==> src/rtl/lspp_pkg.sv <==
package lspp_pkg;

  localparam logic [7:0] SYNC_BYTE   = 8'hFA;
  localparam logic [7:0] INDEX_BASE  = 8'hA0;
  localparam logic [7:0] INDEX_COUNT = 8'd90;
  localparam logic [6:0] LAST_INDEX  = 7'd89;
  localparam logic [8:0] TALLY_MAX   = 9'd511;

  // Position of the final (checksum) byte of a 22-byte packet
  localparam logic [4:0] LAST_POS = 5'd21;
  // Highest byte position that the collector stores
  localparam int         KEEP_LAST = 19;

  localparam int NUM_READ = 4;

  // Collected packet as seen by the decoder
  typedef struct packed {
    logic                     done;        // last byte of a packet is transferred now
    logic                     tail;        // next byte would complete a packet
    logic [7:0]               index_byte;
    logic [15:0]              speed_word;
    logic [NUM_READ-1:0][7:0] rd_lo;
    logic [NUM_READ-1:0][7:0] rd_hi;
  } pkt_t;

endpackage

==> src/rtl/lspp_collect.sv <==
module lspp_collect (
  input  logic             clk,
  input  logic             rst,
  input  logic             in_accept,
  input  logic [7:0]       in_byte,
  output lspp_pkg::pkt_t   pkt
);

  logic       in_packet;
  logic [4:0] byte_count;
  logic [7:0] pkt_byte [1:lspp_pkg::KEEP_LAST];

  always_ff @(posedge clk) begin
    if (rst) begin
      in_packet  <= 1'b0;
      byte_count <= 5'd0;
    end else if (in_accept) begin
      if (!in_packet) begin
        if (in_byte == lspp_pkg::SYNC_BYTE) begin
          in_packet  <= 1'b1;
          byte_count <= 5'd1;
        end
      end else if (byte_count == lspp_pkg::LAST_POS) begin
        in_packet  <= 1'b0;
        byte_count <= 5'd0;
      end else begin
        byte_count <= byte_count + 5'd1;
      end
    end
  end

  // Keep only the header and reading bytes; checksum bytes are not used
  always_ff @(posedge clk) begin
    if (in_accept && in_packet && byte_count >= 5'd1
        && byte_count <= 5'(lspp_pkg::KEEP_LAST)) begin
      pkt_byte[byte_count] <= in_byte;
    end
  end

  always_comb begin
    pkt.tail       = in_packet && (byte_count == lspp_pkg::LAST_POS);
    pkt.done       = in_accept && pkt.tail;
    pkt.index_byte = pkt_byte[1];
    pkt.speed_word = {pkt_byte[3], pkt_byte[2]};
    for (int i = 0; i < lspp_pkg::NUM_READ; i++) begin
      pkt.rd_lo[i] = pkt_byte[4 + 4 * i];
      pkt.rd_hi[i] = pkt_byte[5 + 4 * i];
    end
  end

endmodule

==> src/rtl/lspp_decode.sv <==
module lspp_decode #(
  parameter int MAX_RANGE_MM = 4000,
  parameter int RANGE_BINS   = 256
) (
  input  logic           clk,
  input  logic           rst,
  input  lspp_pkg::pkt_t pkt,
  input  logic           m_tready,
  output logic           m_tvalid,
  output logic [55:0]    m_tdata,
  output logic           m_tuser,
  output logic           m_tlast,
  output logic           busy
);

  localparam int NR = lspp_pkg::NUM_READ;

  // Distances at or above SAT_DIST give a bin above 255
  localparam longint unsigned SAT_DIST =
    (256 * longint'(MAX_RANGE_MM) + longint'(RANGE_BINS) - 1) / longint'(RANGE_BINS);
  localparam longint unsigned XMAX =
    (SAT_DIST < longint'(MAX_RANGE_MM)) ? SAT_DIST : longint'(MAX_RANGE_MM);
  localparam int SHIFT = $clog2(XMAX * longint'(MAX_RANGE_MM));
  // Reciprocal of MAX_RANGE_MM scaled by RANGE_BINS, exact for distances below XMAX
  localparam longint unsigned MULT_L =
    ((longint'(1) << SHIFT) * longint'(RANGE_BINS) + longint'(MAX_RANGE_MM) - 1)
    / longint'(MAX_RANGE_MM);
  localparam int MULT_W = 25;
  localparam logic [MULT_W-1:0] MULT      = MULT_W'(MULT_L);
  localparam logic [31:0]       SAT_LIM   = 32'(SAT_DIST);
  localparam logic [13:0]       RANGE_LIM = 14'(MAX_RANGE_MM);

  logic [7:0]          idx_diff;
  logic                idx_good;
  logic                load;
  logic [6:0]          idx;
  logic [NR-1:0]       bad;
  logic [13:0]         dist_mm  [NR];
  logic [NR-1:0]       inr;
  logic [7:0]          bin      [NR];
  logic [14+MULT_W-1:0] prod    [NR];
  logic [2:0]          bad_cnt;
  logic [9:0]          tally_sum;
  logic [8:0]          tally_next;

  logic [8:0]  tally;
  logic [1:0]  slot;
  logic [6:0]  out_idx;
  logic [9:0]  out_speed;
  logic        out_done;
  logic [8:0]  out_count;
  logic [13:0] out_dist [NR];
  logic        out_bad  [NR];
  logic [7:0]  out_bin  [NR];
  logic        out_inr  [NR];

  always_comb begin
    idx_diff = pkt.index_byte - lspp_pkg::INDEX_BASE;
    idx_good = (pkt.index_byte >= lspp_pkg::INDEX_BASE)
               && (idx_diff < lspp_pkg::INDEX_COUNT);
    load     = pkt.done && idx_good;
    idx      = idx_diff[6:0];
    bad_cnt  = 3'd0;
    for (int i = 0; i < NR; i++) begin
      bad[i]     = pkt.rd_hi[i][7];
      dist_mm[i] = bad[i] ? 14'd0 : {pkt.rd_hi[i][5:0], pkt.rd_lo[i]};
      inr[i]     = !bad[i] && (dist_mm[i] < RANGE_LIM);
      prod[i]    = (14 + MULT_W)'(dist_mm[i]) * (14 + MULT_W)'(MULT);
      if (!inr[i]) begin
        bin[i] = 8'd0;
      end else if (32'(dist_mm[i]) >= SAT_LIM) begin
        bin[i] = 8'd255;
      end else begin
        bin[i] = 8'(prod[i] >> SHIFT);
      end
      bad_cnt = bad_cnt + 3'(bad[i]);
    end
    tally_sum  = {1'b0, tally} + 10'(bad_cnt);
    tally_next = (tally_sum > 10'(lspp_pkg::TALLY_MAX)) ? lspp_pkg::TALLY_MAX
                                                         : tally_sum[8:0];
  end

  always_ff @(posedge clk) begin
    if (rst) begin
      busy  <= 1'b0;
      slot  <= 2'd0;
      tally <= 9'd0;
    end else begin
      if (load) begin
        busy  <= 1'b1;
        slot  <= 2'd0;
        tally <= (idx == lspp_pkg::LAST_INDEX) ? 9'd0 : tally_next;
      end else if (busy && m_tready) begin
        slot <= slot + 2'd1;
        if (slot == 2'd3) begin
          busy <= 1'b0;
        end
      end
    end
  end

  always_ff @(posedge clk) begin
    if (load) begin
      out_idx   <= idx;
      out_speed <= pkt.speed_word[15:6];
      out_done  <= (idx == lspp_pkg::LAST_INDEX);
      out_count <= tally_next;
      for (int i = 0; i < NR; i++) begin
        out_dist[i] <= dist_mm[i];
        out_bad[i]  <= bad[i];
        out_bin[i]  <= bin[i];
        out_inr[i]  <= inr[i];
      end
    end
  end

  assign m_tvalid = busy;
  assign m_tdata  = {4'b0, out_count, out_speed, out_inr[slot], out_bin[slot],
                     out_bad[slot], out_dist[slot], out_idx, slot};
  assign m_tuser  = out_done;
  assign m_tlast  = (slot == 2'd3);

  a_no_load_while_busy: assert property (@(posedge clk) disable iff (rst)
    !(load && busy))
    else $error("packet results loaded while previous results pending");

  a_load_starts_slot0: assert property (@(posedge clk) disable iff (rst)
    load |=> (busy && slot == 2'd0))
    else $error("result buffer not started at first reading");

  a_drain_ends: assert property (@(posedge clk) disable iff (rst)
    (busy && m_tready && slot == 2'd3) |=> !busy)
    else $error("result buffer still busy after fourth transfer");

  a_pass_clears_tally: assert property (@(posedge clk) disable iff (rst)
    (load && idx == lspp_pkg::LAST_INDEX) |=> (tally == 9'd0))
    else $error("error tally not cleared at end of pass");

endmodule

==> src/rtl/lidar_scan_packet_parser_unit.sv <==
// Channel   Dir  Handshake            Payload
// s_*       in   s_tvalid/s_tready    s_tdata: rx_byte
// m_*       out  m_tvalid/m_tready    m_tdata, m_tuser: pass_done, m_tlast: last_of_packet
//
// One byte is taken per cycle while s_tready is high. A good packet yields four results from a four-entry
// result buffer, one per cycle while m_tready is high, starting the cycle after its
// last byte. rst (synchronous) returns the parser to sync hunting and clears the tally.
// s_tready drops only on a packet's final byte while the previous packet's results
// are still in the buffer; m_tready low holds the current result.
module lidar_scan_packet_parser_unit #(
  parameter int MAX_RANGE_MM = 4000,
  parameter int RANGE_BINS   = 256
) (
  input  logic        clk,
  input  logic        rst,
  input  logic        s_tvalid,
  output logic        s_tready,
  input  logic [7:0]  s_tdata,   // [7:0] rx_byte
  output logic        m_tvalid,
  input  logic        m_tready,
  // [8:0] angle, [22:9] distance_mm, [23] reading_invalid, [31:24] range_bin,
  // [32] in_range, [42:33] rotation_speed, [51:43] pass_error_count, [55:52] zero
  output logic [55:0] m_tdata,
  output logic        m_tuser,   // [0] pass_done
  output logic        m_tlast
);

  lspp_pkg::pkt_t pkt;
  logic           busy;
  logic           in_accept;

  // Stall the completing byte until the result buffer is free
  assign s_tready  = !(pkt.tail && busy);
  assign in_accept = s_tvalid && s_tready;

  lspp_collect u_collect (
    .clk       (clk),
    .rst       (rst),
    .in_accept (in_accept),
    .in_byte   (s_tdata),
    .pkt       (pkt)
  );

  lspp_decode #(
    .MAX_RANGE_MM (MAX_RANGE_MM),
    .RANGE_BINS   (RANGE_BINS)
  ) u_decode (
    .clk      (clk),
    .rst      (rst),
    .pkt      (pkt),
    .m_tready (m_tready),
    .m_tvalid (m_tvalid),
    .m_tdata  (m_tdata),
    .m_tuser  (m_tuser),
    .m_tlast  (m_tlast),
    .busy     (busy)
  );

endmodule

==> config.mk <==
export PLATFORM = sky130hd
export DESIGN_NAME = lidar_scan_packet_parser_unit
export DESIGN_NICKNAME = d
export VERILOG_FILES = /design/src/rtl/lspp_pkg.sv /design/src/rtl/lspp_collect.sv /design/src/rtl/lspp_decode.sv /design/src/rtl/lidar_scan_packet_parser_unit.sv
export SDC_FILE = /design/constraint.sdc
export NUM_CORES = 1
export LEC_CHECK = 0
export BUFFER_PORTS_ARGS = -buffer_cell sky130_fd_sc_hd__buf_2
export CORE_UTILIZATION = 45
export CTS_CLUSTER_DIAMETER = 100
export DETAILED_ROUTE_END_ITERATION = 7
export GPL_TIMING_DRIVEN = 0
export PLACE_DENSITY_LB_ADDON = 0.12
export SYNTH_ARGS = -nofsm -noshare
export SYNTH_HDL_FRONTEND = slang
export SYNTH_SLANG_ARGS = --single-unit
==> constraint.sdc <==
create_clock -name clk -period 17 [get_ports clk]
set_input_delay 1.7 -clock clk [delete_from_list [all_inputs] [get_ports clk]]
set_output_delay 1.7 -clock clk [all_outputs]
set_load 0.03 [all_outputs]
==> metrics.md, run 1 <==
| Metric | Value |
|---|---|
| Run status | complete, but fails checks |
| Violated checks | DRC |
| Dpl hpwl | 44100 um |
| HP Class | reg -> reg |
| Clock Sinks | 221 |
| Initial antenna violation count | 1 |
| Vias in the first global route | 15353 |
| Number of routed nets with antenna violations | 0 |
| Via count | 14545 |
| Post-synth top flop | edfxtp_1 |
| Final Wtd Congestion | 0.903 |
| Die Y | 227 um |
| I/O pin cnt | 72 |
| Worst skew pair latency | 530 ps |
| Worst slew pin tran | 1350 ps |
| Slew Viols, Final | 0 |
| Commonest non-fill, non-tap cell in the layout | ha_1 |
| 1st-pass router iterations | 7 |
| Post-Syn Instances | 2007 |
| Setup bufs post-CTS | 0 |
| # fillers | 4634 |
| Post-CTS Hold Fix Bufs | 0 |
| Remaining Overflow, GRT | 0 |
| Row count | 82 |
| H-tree Lvls | 1 |
| Clk root buf | clkbuf_16 |
| Clock skew | 19.7 ps |
| TritonCTS clock tree | done |
| Post-Syn Area | 22800 um^2 |
| Post-synth EDFFs | 201 |
| Hold slack | 421 ps |
| First-pass GRT wire length | 85300 um |
| Leak | 12.8 nW |
| Post-CTS resize count | 0 |
| Worst slew margin | 0.0967 |
| Most frequent cells in the layout | ha_1 (526), inv_1 (396), edfxtp_1 (201) |
| Placeable Area | 50100 um^2 |
| Die ar. | 51600 um^2 |
| RSZ-0062 raised after global routing | false |
| DP Cell Count | 2757 |
| Worst vdd ir | 0.0641 mV |
| Crit path launch type | register |
| Number of remaining DRC errors | 2 |
| Area grow syn2layout | 9.29% |
| CP Class | reg -> reg |
| Ys Warns | 0 |
| Detailed router's first-iteration violation count | 701 |
| Starting density of the core | 0.456 |
| Fin. Hold Viols | 0 |
| Post-synthesis sequential area ratio | 0.282 |
| # setup viols final | 0 |
| Clock Path Buffers | 3 |
| Final WL | 53600 um |
| MaxCap Viol Count | 0 |
| Die width | 227 um |
| Final period demand of the worst path | 7120 ps |
| Vias per inst | 5.19 |
| FFs w/ async S/R, synth | 0 |
| Period utilization | 0.419 |
| Arr. time, crit path | 7430 ps |
| Cell Count, Final, Fillers Out | 2801 |
| Distinct cells, synth | 79 |
| Worst-path clk slew | 60 ps |
| Crit-path max FO | 10 |
| Largest net degree at the start of global routing | 18 |
| Pwr per Cell Area | 45.6 nW/um^2 |
| Setup crit end kind | register |
| Flops & latches, synth | 221 |
| Port bufs | 66 |
| Syn Area/Cell | 11.4 um^2 |
| Layout cells sized above 1 | 0.0874 |
| Nets | 2842 |
| Req. time, crit path | 17310 ps |
| Wirelength per Cell | 19.1 um |
| TritonCTS buffer count | 24 |
| Fin Setup TNS | 0 ps |
| GRT Util Overall | 0.218 |
| Fmax | 140 MHz |
==> final timing paths <==
| check | start | end | slack (ps) | cells after the start |
|---|---|---|---|---|
| min | u_collect.pkt_byte[3][5]$_DFFE_PP_ | m_tdata[40]$_DFFE_PP_ | 420 | 0 |
| min reg2reg | u_collect.pkt_byte[3][5]$_DFFE_PP_ | m_tdata[40]$_DFFE_PP_ | 420 | 0 |
| max | u_collect.pkt_byte[13][7]$_DFFE_PP_ | u_decode.out_bin[2][7]$_SDFFCE_PN0P_ | 9880 | 23 |
| max reg2reg | u_collect.pkt_byte[13][7]$_DFFE_PP_ | u_decode.out_bin[2][7]$_SDFFCE_PN0P_ | 9880 | 23 |
==> critical path: stages, from the launching register on <==
cell	delay, ps
edfxtp_1	410
clkbuf_1	250
nor2b_1	870
ha_1	320
inv_1	70
fa_1	520
inv_1	60
fa_1	510
inv_1	70
fa_1	540
inv_1	50
fa_1	540
inv_1	60
fa_1	500
inv_1	40
ha_1	300
nand4_1	140
nor4_2	330
nand3_1	110
o32a_1	380
a211oi_2	250
o31ai_1	120
and3_1	180
nor3_1	260
==> synth_stat cells (25+ instances only) <==
cell	number	area [um^2]
a21o_1	38	285
a21oi_1	55	275
edfxtp_1	201	6040
fa_1	193	3860
ha_1	526	6580
inv_1	396	1490
nand2_1	73	274
nand3_1	27	135
nor2_1	71	267
nor2b_1	45	282
nor3_1	29	145
o21ai_0	32	160
xnor2_1	25	219
xor2_1	31	272
==> registers in the layout, indices dropped and copies added, names as in the netlist, named ones only <==
signal / count
u_decode.out_count: 9
u_collect.byte_count: 5
m_tdata: 10
u_decode.m_tuser: 1
u_decode.out_bin: 32
u_decode.busy: 1
u_decode.out_inr: 4
u_decode.slot: 2
u_decode.out_idx: 7
u_decode.out_bad: 4
u_collect.in_packet: 1
u_collect.pkt_byte: 78
u_decode.out_dist: 56
u_decode.tally: 9
==> metrics by stage <==
stage / total power [W] / setup slack [ps] / instance area [um^2] / util
after floorplan: 0.000602 / 9810 / 22800 / -
after global placement: 0.000610 / 7110 / 24000 / 0.479
after detailed placement: 0.000610 / 9840 / 24100 / 0.482
after CTS: 0.00115 / 9790 / 24900 / 0.498
after global routing: 0.00117 / 9450 / 24900 / 0.498
final: 0.00114 / 9880 / 24900 / 0.498
==> cells by family after synthesis <==
family	after synthesis	share of synthesized area
other	1	0.000164
buffers and inverters	425	0.0710
DFF	221	0.282
muxes	26	0.0246
AOI/OAI and AO/OA	212	0.0625
and+or+nand+nor	347	0.0801
adders and majority gates	719	0.458
xor gates and xnor gates	56	0.0215
==> where the power goes <==
| group | switching (W) | internal (W) | total (W) |
|---|---|---|---|
| Clock | 0.000223 | 0.000317 | 0.000540 |
| Sequential | 0.0000000273 | 0.000587 | 0.000587 |
| Combinational | 0.00000944 | 0.00000210 | 0.0000115 |
==> area by class of cell <==
cell class                 count  area, um^2  share of cell area
inverter                     399        1500              0.0601
multi-input combinational   1364       14800               0.592
antenna                        1        2.50            0.000100
clock inverter                17         188             0.00753
buffer                        26         123             0.00492
clock buffer                  26         629              0.0252
sequential                   221        6440               0.258
timing repair buffer          75         447              0.0179
tap                          672         841              0.0337
==> layer usage <==
metal  part of all wire  wire (um)  track usage
met1               0.45      24300        0.291
met2               0.50      26700        0.387
met3              0.029       1530       0.0155
met4              0.019       1040       0.0509
met5                  0          0            0
Note: power is estimated with default switching activity, not from simulation.
==> run 2, diff against run 1 <==
ABC_AREA = 1   (was default)
clock period = 5.8 ns   (was 17 ns; I/O delays follow)
==> metrics.md, run 2 <==
| Metric | Value |
|---|---|
| Via count | 19654 |
| Initial antenna violation count | 2 |
| Remaining Overflow, GRT | 0 |
| Most frequent cells in the layout | inv_1 (678), nand2_1 (624), ha_1 (518) |
| Pwr per Cell Area | 116 nW/um^2 |
| MaxCap Viol Count | 0 |
| Clock Path Buffers | 3 |
| DP Cell Count | 3903 |
| Top Registers | u_collect.pkt_byte (78), u_decode.out_dist (56), u_decode.out_bin (32) |
| # setup viols final | 0 |
| Most common cell in the synthesized netlist | inv_1 |
| Placeable Area | 56700 um^2 |
| Area after DPL | 27300 um^2 |
| First-pass GRT wire length | 105000 um |
| Die width | 242 um |
| Largest register by flop count | u_collect.pkt_byte |
| Distinct cells, synth | 50 |
| TritonCTS clock tree | done |
| Wirelength per Cell | 16.9 um |
| Flops & latches, synth | 221 |
| Detailed router's first-iteration violation count | 1157 |
| Number of routed nets with antenna violations | 0 |
| Crit path launch type | register |
| Post-CTS Hold Fix Bufs | 0 |
| Post-Syn Instances | 3075 |
| Largest net degree at the start of global routing | 61 |
| Number of remaining DRC errors | 0 |
| Crit-path max FO | 9 |
| Req. time, crit path | 6090 ps |
| Final WL | 67200 um |
| Worst slew margin | 0.263 |
| Largest register FFs | 78 |
| Ys Warns | 0 |
| Area leader, netlist | ha_1 |
| Setup crit end kind | register |
| Run status | finished, final reports clean |
| Final non-filler cell area | 28700 um^2 |
| Syn Area/Cell | 8.45 um^2 |
| Area grow syn2layout | 10.3% |
| Synth area leaders | ha_1 (25%), edfxtp_1 (23%), fa_1 (15%) |
| Post-synth EDFFs | 201 |
| HP Class | in -> reg |
| Worst-path clk slew | 60 ps |
| H-tree Lvls | 1 |
| Dpl hpwl | 56500 um |
| Row count | 87 |
| Post-synth top flop | edfxtp_1 |
| Layout cells sized above 1 | 0.0825 |
| Hold slack | 321 ps |
| Slew Viols, Final | 0 |
| Vias per inst | 4.95 |
| Worst skew pair latency | 540 ps |
| Fmax | 179 MHz |
| Clk root buf | clkbuf_16 |
| Yosys top cell area share | 0.253 |
| Starting density of the core | 0.458 |
| Top cells by count, synth | inv_1 (687), nand2_1 (645), ha_1 (526) |
| Overall power | 0.00333 W |
| CP Class | reg -> reg |
| Vias in the first global route | 19258 |
| Worst vdd ir | 0.179 mV |
| Post-synthesis sequential area ratio | 0.248 |
| Clock skew | 14.0 ps |
| Post-Syn Area | 26000 um^2 |
| Die Y | 242 um |
| Clock Sinks | 221 |
| Port bufs | 67 |
| Die ar. | 58700 um^2 |
| Nets | 3925 |
| Final period demand of the worst path | 5600 ps |
| Final Wtd Congestion | 0.979 |
| Period utilization | 0.965 |
| FFs w/ async S/R, synth | 0 |
| Fin. Hold Viols | 0 |
| Worst slew pin tran | 1100 ps |
| Arr. time, crit path | 5890 ps |
| TritonCTS buffer count | 24 |
| 1st-pass router iterations | 5 |
| Leak | 15.5 nW |
| I/O pin cnt | 72 |
| GRT Util Overall | 0.228 |
| Cell Count, Final, Fillers Out | 3968 |
| Commonest non-fill, non-tap cell in the layout | inv_1 |
| # fillers | 5423 |
[run 2: cell count changes after synthesis, moves of 25 or more]
cell,before,now
a21oi_1,55,89
nor2b_1,45,0
nand3_1,27,108
nand2_1,73,645
nor2_1,71,323
inv_1,396,687
o21ai_0,32,68
a21o_1,38,13
[run 2: repair_timing]
action	CTS	global route
gates resized for setup	32	57
buffers inserted	4	16
setup endpoints to repair	26	28
gates cloned	0	1
pin swaps	2	21
[run 2: stage by stage]
stage | utilization | setup slack, ps | TNS, ps
after floorplan | - | 374 | 0
after global placement | 0.481 | -300 | -3550
after detailed placement | 0.482 | -311 | -3980
after CTS | 0.498 | 1.82 | 0
after global routing | 0.505 | -49.7 | -108
final | 0.505 | 201 | 0
[run 2: path summary, 6_finish.rpt]
kind | start | depth (start not counted) | end | slack (ps)
setup / recovery | u_collect.pkt_byte[17][7]$_DFFE_PP_ | 27 | u_decode.out_bin[3][5]$_SDFFCE_PN0P_ | 200
hold / removal | rst | 2 | u_collect.byte_count[3]$_SDFFE_PP0P_ | 320
setup reg to reg | u_collect.pkt_byte[17][7]$_DFFE_PP_ | 27 | u_decode.out_bin[3][5]$_SDFFCE_PN0P_ | 200
hold reg to reg | u_collect.pkt_byte[3][0]$_DFFE_PP_ | 0 | m_tdata[35]$_DFFE_PP_ | 420
[run 2: logic make-up after synthesis]
kind of cell    count (synthesis)  share of synthesized area
xor+xnor                       19                    0.00641
simple gates                 1159                      0.186
other cells                     1                   0.000144
compound gates                228                     0.0501
flops                         221                      0.248
fa+ha+maj                     719                      0.402
buf+inv                       728                      0.108
[run 2: layout make-up]
type                            instances  area, um^2  area share
Antenna cell                            1        2.50   0.0000873
Sequential cell                       221        6440       0.225
Buffer                                 26         178     0.00620
Clock inverter                         17         206     0.00721
Multi-Input combinational cell       2129       17100       0.595
Tap cell                              756         946      0.0330
Clock buffer                           26         608      0.0212
Inverter                              702        2660      0.0928
Timing Repair Buffer                   90         558      0.0195
[run 2: report_power, final]
| part | switching, W | total (W) | internal, W |
|---|---|---|---|
| Clock | 0.000663 | 0.00157 | 0.000909 |
| Sequential | 0.000000111 | 0.00172 | 0.00172 |
| Combinational | 0.0000301 | 0.0000362 | 0.00000610 |
[run 2: worst max-delay path, stage by stage (launching register included)]
cell      delay, ps
edfxtp_1        440
buf_12          180
clkinv_8         80
nand2_4          90
ha_4            280
inv_2            50
ha_1            270
inv_1            40
fa_1            480
inv_1            60
fa_1            500
inv_1            60
fa_1            530
inv_1            50
fa_1            530
inv_1            50
fa_1            490
inv_1            60
ha_4            290
nand2_2          70
nor2_1          250
nand2_1          90
nor2_1           90
nand2_1          60
nand3_1         110
nand2_1          60
nand2_1          50
nor2_1           40
[run 2: routing by layer]
metal,vias to the layer above,GRT usage,part of all wire,routed length [um]
met5,-,0,0,0
met4,0,0.0430,0.015,984
met3,56,0.0187,0.043,2890
met2,377,0.386,0.48,32000
met1,9268,0.319,0.47,31300
li1,9953,-,-,-
